`config.mk`:
```
export PLATFORM = sky130hd
export DESIGN_NAME = sepc_regs
export DESIGN_NICKNAME = d
export VERILOG_FILES = /design/src/sv/sampled_event_profile_counters_assert.svh /design/src/sv/sepc_pkg.sv /design/src/sv/sepc_regs.sv
export SDC_FILE = /design/constraint.sdc
export NUM_CORES = 1
export LEC_CHECK = 0
export BUFFER_PORTS_ARGS = -buffer_cell sky130_fd_sc_hd__buf_2
export CAP_MARGIN = 0
export CORE_ASPECT_RATIO = 0.5
export CORE_MARGIN = 3
export CORE_UTILIZATION = 40
export CTS_CLUSTER_DIAMETER = 40
export DETAILED_ROUTE_END_ITERATION = 7
export GPL_TIMING_DRIVEN = 1
export PLACE_DENSITY = 0.78
export SYNTH_ARGS = -nofsm -noshare
export SYNTH_HDL_FRONTEND = slang
export SYNTH_SLANG_ARGS = --single-unit
```
`constraint.sdc`:
```
create_clock -name clk -period 1.1 [get_ports clk]
set_clock_uncertainty 0.15 [all_clocks]
set_input_delay 0.055 -clock clk [delete_from_list [all_inputs] [get_ports clk]]
set_output_delay 0.055 -clock clk [all_outputs]
set_load 0.01 [all_outputs]
```
`src/sv/sampled_event_profile_counters_assert.svh`:
```
// Assertion macros used by the profile counter controller.
`ifndef SAMPLED_EVENT_PROFILE_COUNTERS_ASSERT_SVH
`define SAMPLED_EVENT_PROFILE_COUNTERS_ASSERT_SVH

`ifndef ASSERT_OFF

// Checked on clk, muted while rst is high.
`define SEPC_ASSERT(lbl, prop, msg) \
  lbl: assert property (@(posedge clk) disable iff (rst) prop) else $error(msg);

// Checked on clk, also during reset.
`define SEPC_ASSERT_ALWAYS(lbl, prop, msg) \
  lbl: assert property (@(posedge clk) prop) else $error(msg);

`else

`define SEPC_ASSERT(lbl, prop, msg)
`define SEPC_ASSERT_ALWAYS(lbl, prop, msg)

`endif

`endif

```
`src/sv/sepc_pkg.sv`:
```
// Shared types and constants of the sampled event profile counters.
`default_nettype none

package sepc_pkg;

  // Bank geometry
  localparam int NUM_EVENTS    = 21;
  localparam int SAMPLE_PERIOD = 16;
  localparam int IDX_W         = (NUM_EVENTS > 1) ? $clog2(NUM_EVENTS) : 1;
  localparam int PHASE_W       = (SAMPLE_PERIOD > 1) ? $clog2(SAMPLE_PERIOD) : 1;

  // Field widths
  localparam int LEVEL_W = 2;
  localparam int MASK_W  = 21;
  localparam int OP_W    = 3;
  localparam int EID_W   = 5;
  localparam int CNT_W   = 64;

  // Configuration port
  localparam int PADDR_W = 4;
  localparam int PDATA_W = 32;

  localparam logic [1:0] REG_LEVEL = 2'd0;
  localparam logic [1:0] REG_SMASK = 2'd1;
  localparam logic [1:0] REG_TMASK = 2'd2;

  localparam logic [LEVEL_W-1:0] LEVEL_RST = 2'd0;
  localparam logic [MASK_W-1:0]  SMASK_RST = 21'd1712266;
  localparam logic [MASK_W-1:0]  TMASK_RST = 21'd506303;

  localparam logic [LEVEL_W-1:0] LVL_SUMMARY = 2'd1;
  localparam logic [LEVEL_W-1:0] LVL_DETAIL  = 2'd2;

  // Operation codes
  typedef enum logic [OP_W-1:0] {
    OP_START  = 3'd0,
    OP_END    = 3'd1,
    OP_COUNT  = 3'd2,
    OP_RECORD = 3'd3,
    OP_READ   = 3'd4
  } sepc_op_t;

  // One event's counters
  typedef struct packed {
    logic [CNT_W-1:0]   count;
    logic [CNT_W-1:0]   total;
    logic [CNT_W-1:0]   maxv;
    logic [CNT_W-1:0]   bytes;
    logic [PHASE_W-1:0] phase;
  } sepc_entry_t;

  typedef struct packed {
    logic [LEVEL_W-1:0] level;
    logic [MASK_W-1:0]  smask;
    logic [MASK_W-1:0]  tmask;
  } sepc_cfg_t;

  // Controller states
  typedef enum logic [1:0] {
    S_IDLE,
    S_EXEC,
    S_DONE
  } sepc_state_t;

  // Controller to datapath
  typedef struct packed {
    logic load;
    logic exec;
    logic commit;
  } sepc_cmd_t;

  // Datapath to controller
  typedef struct packed {
    logic out_free;
  } sepc_stat_t;

endpackage

`default_nettype wire

```
`src/sv/sepc_regs.sv`:
```
// APB configuration registers: profile level and the two event masks.
`default_nettype none

module sepc_regs import sepc_pkg::*; (
  input  wire logic               clk,
  input  wire logic               rst,
  input  wire logic               psel,
  input  wire logic               penable,
  input  wire logic               pwrite,
  input  wire logic [PADDR_W-1:0] paddr,
  input  wire logic [PDATA_W-1:0] pwdata,
  output logic      [PDATA_W-1:0] prdata,
  output logic                    pready,
  output sepc_cfg_t               cfg
);

  logic       wr;
  logic [1:0] sel;

  assign pready = 1'b1;
  assign sel    = paddr[3:2];
  assign wr     = psel && penable && pwrite;

  // Register writes
  always_ff @(posedge clk) begin
    if (rst) begin
      cfg.level <= LEVEL_RST;
      cfg.smask <= SMASK_RST;
      cfg.tmask <= TMASK_RST;
    end else if (wr) begin
      case (sel)
        REG_LEVEL: cfg.level <= pwdata[LEVEL_W-1:0];
        REG_SMASK: cfg.smask <= pwdata[MASK_W-1:0];
        REG_TMASK: cfg.tmask <= pwdata[MASK_W-1:0];
        default: ;
      endcase
    end
  end

  // Read mux
  always_comb begin
    case (sel)
      REG_LEVEL: prdata = PDATA_W'(cfg.level);
      REG_SMASK: prdata = PDATA_W'(cfg.smask);
      REG_TMASK: prdata = PDATA_W'(cfg.tmask);
      default:   prdata = '0;
    endcase
  end

endmodule

`default_nettype wire

```
==> summary.md, run 1 <==
| Metric | Value |
|---|---|
| DR WL/cell | `around 18 um` |
| Post-DP HPWL | `4.30 mm` |
| Clock Sinks | `44` |
| Total Wirelength | `8.20 mm` |
| Drc violations | `0` |
| Nets | `about 430` |
| Inserted Diodes | `0` |
| Vias in the first global route | `around 2300` |
| Remaining antenna violation count after routing | `0` |
| Fin Hold WS | `-76.7 ps` |
| H-tree lvl count | `2` |
| MaxCap Viol Count | `0` |
| Num CTS Buffers | `5` |
| Leak Pwr | `~0.0017 uW` |
| Regs by FF count | `cfg: 44 flops` |
| Dominant synthesized flop cell | `dfxtp_1` |
| Clock root buffer master | `clkbuf_8` |
| Initial Util | `0.426` |
| Worst Path Required | `about 900 ps` |
| Hold Vio Cnt, Final | `2` |
| Pwr/cell area | `slightly below 1000 mW/mm2` |
| Worst Reg2Reg Path Length in Cells | `4` |
| Synth Instances | `between 200 and 250` |
| Critical Path Sink | `prdata[1]` |
| RR Startpoint | `cfg[30]$_SDFFE_PP0P_` |
| Clock latency on the worst-skew pair | `roughly 300 ps` |
| Critical Path Fanout Max | `3` |
| Multi-input logic area | `~0.0011 mm2` |
| Synth area leader | `dfxtp_1` |
| Worst R2R End | `cfg[30]$_SDFFE_PP0P_` |
| FF-to-FF setup slack | `~40 ps` |
| Grt ovf | `0` |
| Placed insts | `approximately 400` |
| Synth-to-layout area growth | `66.6%` |
| Total number of vias | `approximately 2400` |
| Clk buf depth | `2` |
| Min Tclk post-route | `roughly 1300 ps` |
| Post-synth EDFFs | `0` |
| Worst-path clk slew | `approximately 90 ps` |
| Path category of the worst min-delay check | `in2reg` |
| TritonCTS clock tree | `done` |
| Core ar. | `approximately 0.005 mm2` |
| Ys async rst share | `0` |
| DIE HEIGHT | `between 50 and 60 um` |
| Area share of the largest cell type after synthesis | `0.410` |
| Outcome | `finished with violations` |
| Setup TNS | `-2050 ps` |
| Post-synth cell types | `25` |
| Setup Crit Path Kind | `reg2out` |
| Largest Register | `cfg` |
| Final Cycle Share | `1.14` |
| I/O pins | `~120` |
| Failing checks | `hold timing, setup timing` |
| GR peak layer | `met2` |
| Netlist Area Pre-Place | `approximately 0.0022 mm2` |
| First-pass detailed-route iteration total | `5` |
| Global-route wire length before repair | `approximately 11 mm` |
| Non-Filler Instances | `about 460` |
| Crit start category | `flip-flop` |
| Flops & latches, synth | `44` |
| Met3 global-route usage | `0.0445` |
| Ys Warns | `0` |
| Synthesized area per cell | `approximately 9.3 um2` |
| GRT Total Usage | `0.219` |
| RSZ-0062 raised after global routing | `true` |
| Layout fillers | `approximately 330` |
| CP arrival | `roughly 1100 ps` |
| Slew Viols, Final | `0` |
| Sequential cell area fraction in the yosys report | `0.410` |
| Antenna violations before repair | `0` |
| Crit path from | `cfg[43]$_SDFFE_PP0P_` |
| Number of I/O port buffers | `92` |
| Via/cell ratio | `roughly 5.2` |
| Die area | `0.00635 mm2` |
| Worst Setup End Kind | `primary output` |
| Initial DRC Count | `between 150 and 200` |
| List of most frequent post-synthesis cells | `44 x dfxtp_1, 44 x mux2i_1, 39 x nor2_1, 27 x nand2_1, 19 x a22o_1` |
| Chip width | `approximately 110 um` |
| Fin worst setup slack | `-156 ps` |
| Synth area leaders | `dfxtp_1 41%, mux2i_1 20%, a22o_1 7.7%` |
| Placer Congestion | `roughly 0.84` |
| Peak supply drop | `~0.7 mV` |
| Register area | `a little over 900 um2` |
| Placement row count | `18` |
| Final setup fails | `24` |
| Pin count of the biggest net entering global routing | `33` |
| Share of layout cells above drive strength 1 | `0.501` |
| Met2 Use GR | `0.389` |
| Met1 usage in global routing | `0.262` |
| Top achievable clock speed | `about 0.80 GHz` |
| Max reg flops | `44` |
## power by group
group          switching, uW  total (uW)  internal (uW)
logic                    297         599            302
registers               16.8        1630           1610
clock network            621        1300            676
## timing repair
action,4_1_cts,5_1_grt
buffers inserted,27,3
hold buffers,21,1
endpoints found under the hold margin,44,4
gates resized for setup,40,49
setup endpoints to repair,21,48
pin swaps,0,3
## per-layer routing
layer  wire length, um  vias to the layer above
met5                 0                        -
met4               388                        0
met3               498                       36
met2              4160                      149
met1              3150                     1123
li1                  -                     1061
## critical path, cell delays in order, from the launching register on
cell	delay [ps]
dfxtp_2	350
mux2i_1	170
o21ai_1	80
buf_2	140
## placed cells by master (no fill, tap or decap)
cell / count
buf_2: 62
buf_6: 46
mux2i_1: 44
nor2_1: 39
dfxtp_2: 36
buf_4: 33
nand2_1: 27
dlygate4sd3_1: 22
a22o_1: 19
conb_1: 12
nand2b_1: 11
dfxtp_1: 8
clkbuf_8: 5
buf_12: 3
o21ai_1: 2
nor3b_4: 2
and2b_2: 1
nor2b_2: 1
clkinv_1: 1
nand3_2: 1
nand4_2: 1
o311ai_0: 1
o41ai_1: 1
or4b_1: 1
o31ai_1: 1
a21oi_1: 1
nand4_1: 1
clkbuf_1: 1
bufinv_16: 1
clkinv_2: 1
## through the flow
stage	area, um2	setup WS [ps]	utilization	total power [uW]	hold slack [ps]
global placement	2740	-85.3	0.542	2110	169
detailed placement	2740	-155	0.542	2120	175
global route	3580	-216	0.710	3620	-62.2
floorplan	2190	18.8	-	1950	47.1
CTS	3320	-100	0.657	3420	-77.2
finish	3580	-156	0.710	3530	-76.7
## logic make-up (layout without fill, tap and decap cells)
group                  count (synthesis)  after routing  share of synthesized area
and+or+nand+nor                       85             85                      0.184
muxes                                 44             44                      0.205
DFF                                   44             44                      0.410
buffers and inverters                 31            175                      0.102
AOI/OAI and AO/OA                     25             25                     0.0960
other                                  2             12                    0.00349
## worst min path at each step
stage,from,to,cells past startpoint
2_1_floorplan,pwdata[19],cfg[19]$_SDFFE_PP0P_,2
3_3_place_gp,pwdata[8],cfg[29]$_SDFFE_PP0P_,3
3_5_place_dp,pwdata[2],cfg[23]$_SDFFE_PP0P_,3
4_1_cts,paddr[3],cfg[43]$_SDFFE_PP0P_,3
5_1_grt,paddr[3],cfg[43]$_SDFFE_PP0P_,3
6_report,paddr[3],cfg[43]$_SDFFE_PP0P_,3
## cell type report
| class | count | share of cell area |
|---|---|---|
| Timing Repair Buffer | 166 | 0.378 |
| Multi-Input combinational cell | 166 | 0.308 |
| Sequential cell | 44 | 0.258 |
| Tap cell | 70 | 0.0244 |
| Clock buffer | 6 | 0.0203 |
| Clock inverter | 2 | 0.00978 |
| Inverter | 1 | 0.00105 |
No activity file was read; power rests on OpenSTA's default activity.
==> inputs of run 2 (changes only) <==
--- a/config.mk
+++ b/config.mk
@@ -8,7 +8,7 @@
 export BUFFER_PORTS_ARGS = -buffer_cell sky130_fd_sc_hd__buf_2
 export CAP_MARGIN = 0
 export CORE_ASPECT_RATIO = 0.5
-export CORE_MARGIN = 3
+export CORE_MARGIN = 4
 export CORE_UTILIZATION = 40
 export CTS_CLUSTER_DIAMETER = 40
 export DETAILED_ROUTE_END_ITERATION = 7
==> summary.md, run 2 (same netlist as run 1, synthesis figures left out) <==
| Metric | Value |
|---|---|
| Pwr/cell area | `roughly 930 mW/mm2` |
| Placement row count | `18` |
| Via/cell ratio | `5.51` |
| Layout fillers | `roughly 330` |
| Slowest CP cell | `dlygate4sd3_1` |
| Number of I/O port buffers | `92` |
| Min Tclk post-route | `approximately 1300 ps` |
| Chip width | `between 100 and 150 um` |
| Setup Crit Path Kind | `in2reg` |
| Sequential share of power | `0.500` |
| Inserted Diodes | `0` |
| Worst-path clk slew | `~100 ps` |
| Met2 Use GR | `0.424` |
| Tot Pwr | `about 3300 uW` |
| Drc violations | `0` |
| Slew Viols, Final | `0` |
| Crit start category | `input port` |
| Initial Util | `0.424` |
| Post-DP HPWL | `between 4 and 5 mm` |
| Total number of vias | `2492` |
| CP arrival | `1400 ps` |
| Most common cell after layout, fill and taps aside | `buf_2` |
| Remaining antenna violation count after routing | `0` |
| Share of layout cells above drive strength 1 | `0.510` |
| Total Wirelength | `8.52 mm` |
| Leak Pwr | `0.00162 uW` |
| Critical Path Fanout Max | `2` |
| Sw frac | `0.284` |
| Final setup fails | `23` |
| Outcome | `finished with violations` |
| Regs by FF count | `cfg: 44 flops` |
| RSZ-0062 raised after global routing | `true` |
| MaxCap Viol Count | `0` |
| Max incr delay on CP | `roughly 560 ps` |
| Grt ovf | `0` |
| Fin Hold WS | `-51.0 ps` |
| Largest Register | `cfg` |
| Clock latency on the worst-skew pair | `300 ps` |
| Clock root buffer master | `clkbuf_8` |
| Met3 global-route usage | `0.0475` |
| Global-route wire length before repair | `11.4 mm` |
| Switching pwr | `a little over 900 uW` |
| Synth-to-layout area growth | `64.0%` |
| Num CTS Buffers | `5` |
| Hold Vio Cnt, Final | `1` |
| Comb pwr share | `0.182` |
| Worst Path Required | `roughly 1200 ps` |
| Met1 usage in global routing | `0.220` |
| Core ar. | `0.00507 mm2` |
| Worst Setup End Kind | `flip-flop` |
| Clock Sinks | `44` |
| Initial DRC Count | `218` |
| Vias in the first global route | `about 2400` |
| Pin count of the biggest net entering global routing | `23` |
| GR peak layer | `met2` |
| Failing checks | `hold timing, setup timing` |
| Path category of the worst min-delay check | `in2reg` |
| Clk buf depth | `2` |
| Antenna violations before repair | `0` |
| I/O pins | `118` |
| Fin worst setup slack | `-234 ps` |
| Worst-path cell chain | `buf_2 -> dlygate4sd3_1 -> or4b_1 -> a21oi_1` |
| TritonCTS clock tree | `done` |
| GRT Total Usage | `0.214` |
| DR WL/cell | `18.8 um` |
| DIE HEIGHT | `about 60 um` |
| Final Cycle Share | `1.21` |
| Die area | `between 0.006 and 0.007 mm2` |
| Nets | `roughly 420` |
| H-tree lvl count | `2` |
| Register area | `930 um2` |
| Final Util | `0.696` |
| Placer Congestion | `between 0.7 and 0.8` |
| Max reg flops | `between 40 and 50` |
| Clock network power share | `0.318` |
| Multi-input logic area | `about 0.0011 mm2` |
| Peak supply drop | `0.540 mV` |
| Most frequent cells in the layout | `60 x buf_2, 47 x buf_6, 44 x mux2i_1, 39 x nor2_1, 39 x dfxtp_2` |
| Internal power | `roughly 2300 uW` |
| First-pass detailed-route iteration total | `8` |
| Top achievable clock speed | `about 0.75 GHz` |
[run 2: cell count changes in the layout (fill, tap and decap cells not counted), moves of 2 or more]
| cell | delta |
|---|---|
| dfxtp_2 | +3 |
| buf_2 | -2 |
| buf_4 | +2 |
| dfxtp_1 | -3 |
| buf_12 | -2 |
[run 2: area by class of cell]
class / instances / area share
clock buffers: 5 / 0.0195
clock inverters: 2 / 0.00355
inverters: 1 / 0.00106
multi-input cells: 166 / 0.313
flip-flops and latches: 44 / 0.264
well taps: 70 / 0.0248
repair buffers: 164 / 0.375
[run 2: metrics by stage]
| step | setup TNS (ps) | worst slack [ps] | cells | instance area, um2 | hold slack [ps] |
|---|---|---|---|---|---|
| 3_3_place_gp | -3570 | -95.7 | 394 | 2700 | 167 |
| 6_report | -2090 | -234 | 452 | 3530 | -51.0 |
| 5_1_grt | -2760 | -215 | 452 | 3530 | -49.5 |
| 4_1_cts | -1350 | -77.2 | 449 | 3280 | -101 |
| 2_1_floorplan | 0 | 18.8 | 241 | 2190 | 47.1 |
| 3_5_place_dp | -5720 | -209 | 394 | 2700 | 177 |
[run 2: layer usage]
| layer | vias up | part of all wire |
|---|---|---|
| met4 | 0 | 0.069 |
| met1 | 1196 | 0.35 |
| met5 | - | 0 |
| li1 | 1060 | - |
| met2 | 175 | 0.51 |
| met3 | 61 | 0.071 |
[run 2: critical path: cells and delay by family]
kind | cells | cell delay, ps
compound gates | 1 | 220
buf+inv | 2 | 650
simple gates | 1 | 470
[run 2: power groups by stage]
| stage | registers, uW | logic [uW] | clock network (uW) |
|---|---|---|---|
| floorplan | 1670 | 271 | 0 |
| global placement | 1660 | 427 | 0 |
| detailed placement | 1670 | 439 | 0 |
| CTS | 1630 | 527 | 1010 |
| global route | 1630 | 630 | 1080 |
| finish | 1630 | 594 | 1040 |
[run 2: worst paths after layout]
| kind | start | end | slack (ps) | cells past startpoint |
|---|---|---|---|---|
| worst max-delay path | pwdata[1] | cfg[43]$_SDFFE_PP0P_ | -230 | 4 |
| worst min-delay path | paddr[3] | cfg[42]$_SDFFE_PP0P_ | -50 | 3 |
| worst max register to register | cfg[43]$_SDFFE_PP0P_ | cfg[43]$_SDFFE_PP0P_ | 80 | 3 |
| worst min register to register | cfg[14]$_SDFFE_PP0P_ | cfg[14]$_SDFFE_PP0P_ | 340 | 2 |
[run 2: what timing repair did]
action,CTS,global route
endpoints found under the hold margin,44,4
resized for setup,47,45
endpoints found under the setup margin,21,49
pin swaps,4,3
hold buffers,20,1
setup buffers,28,2
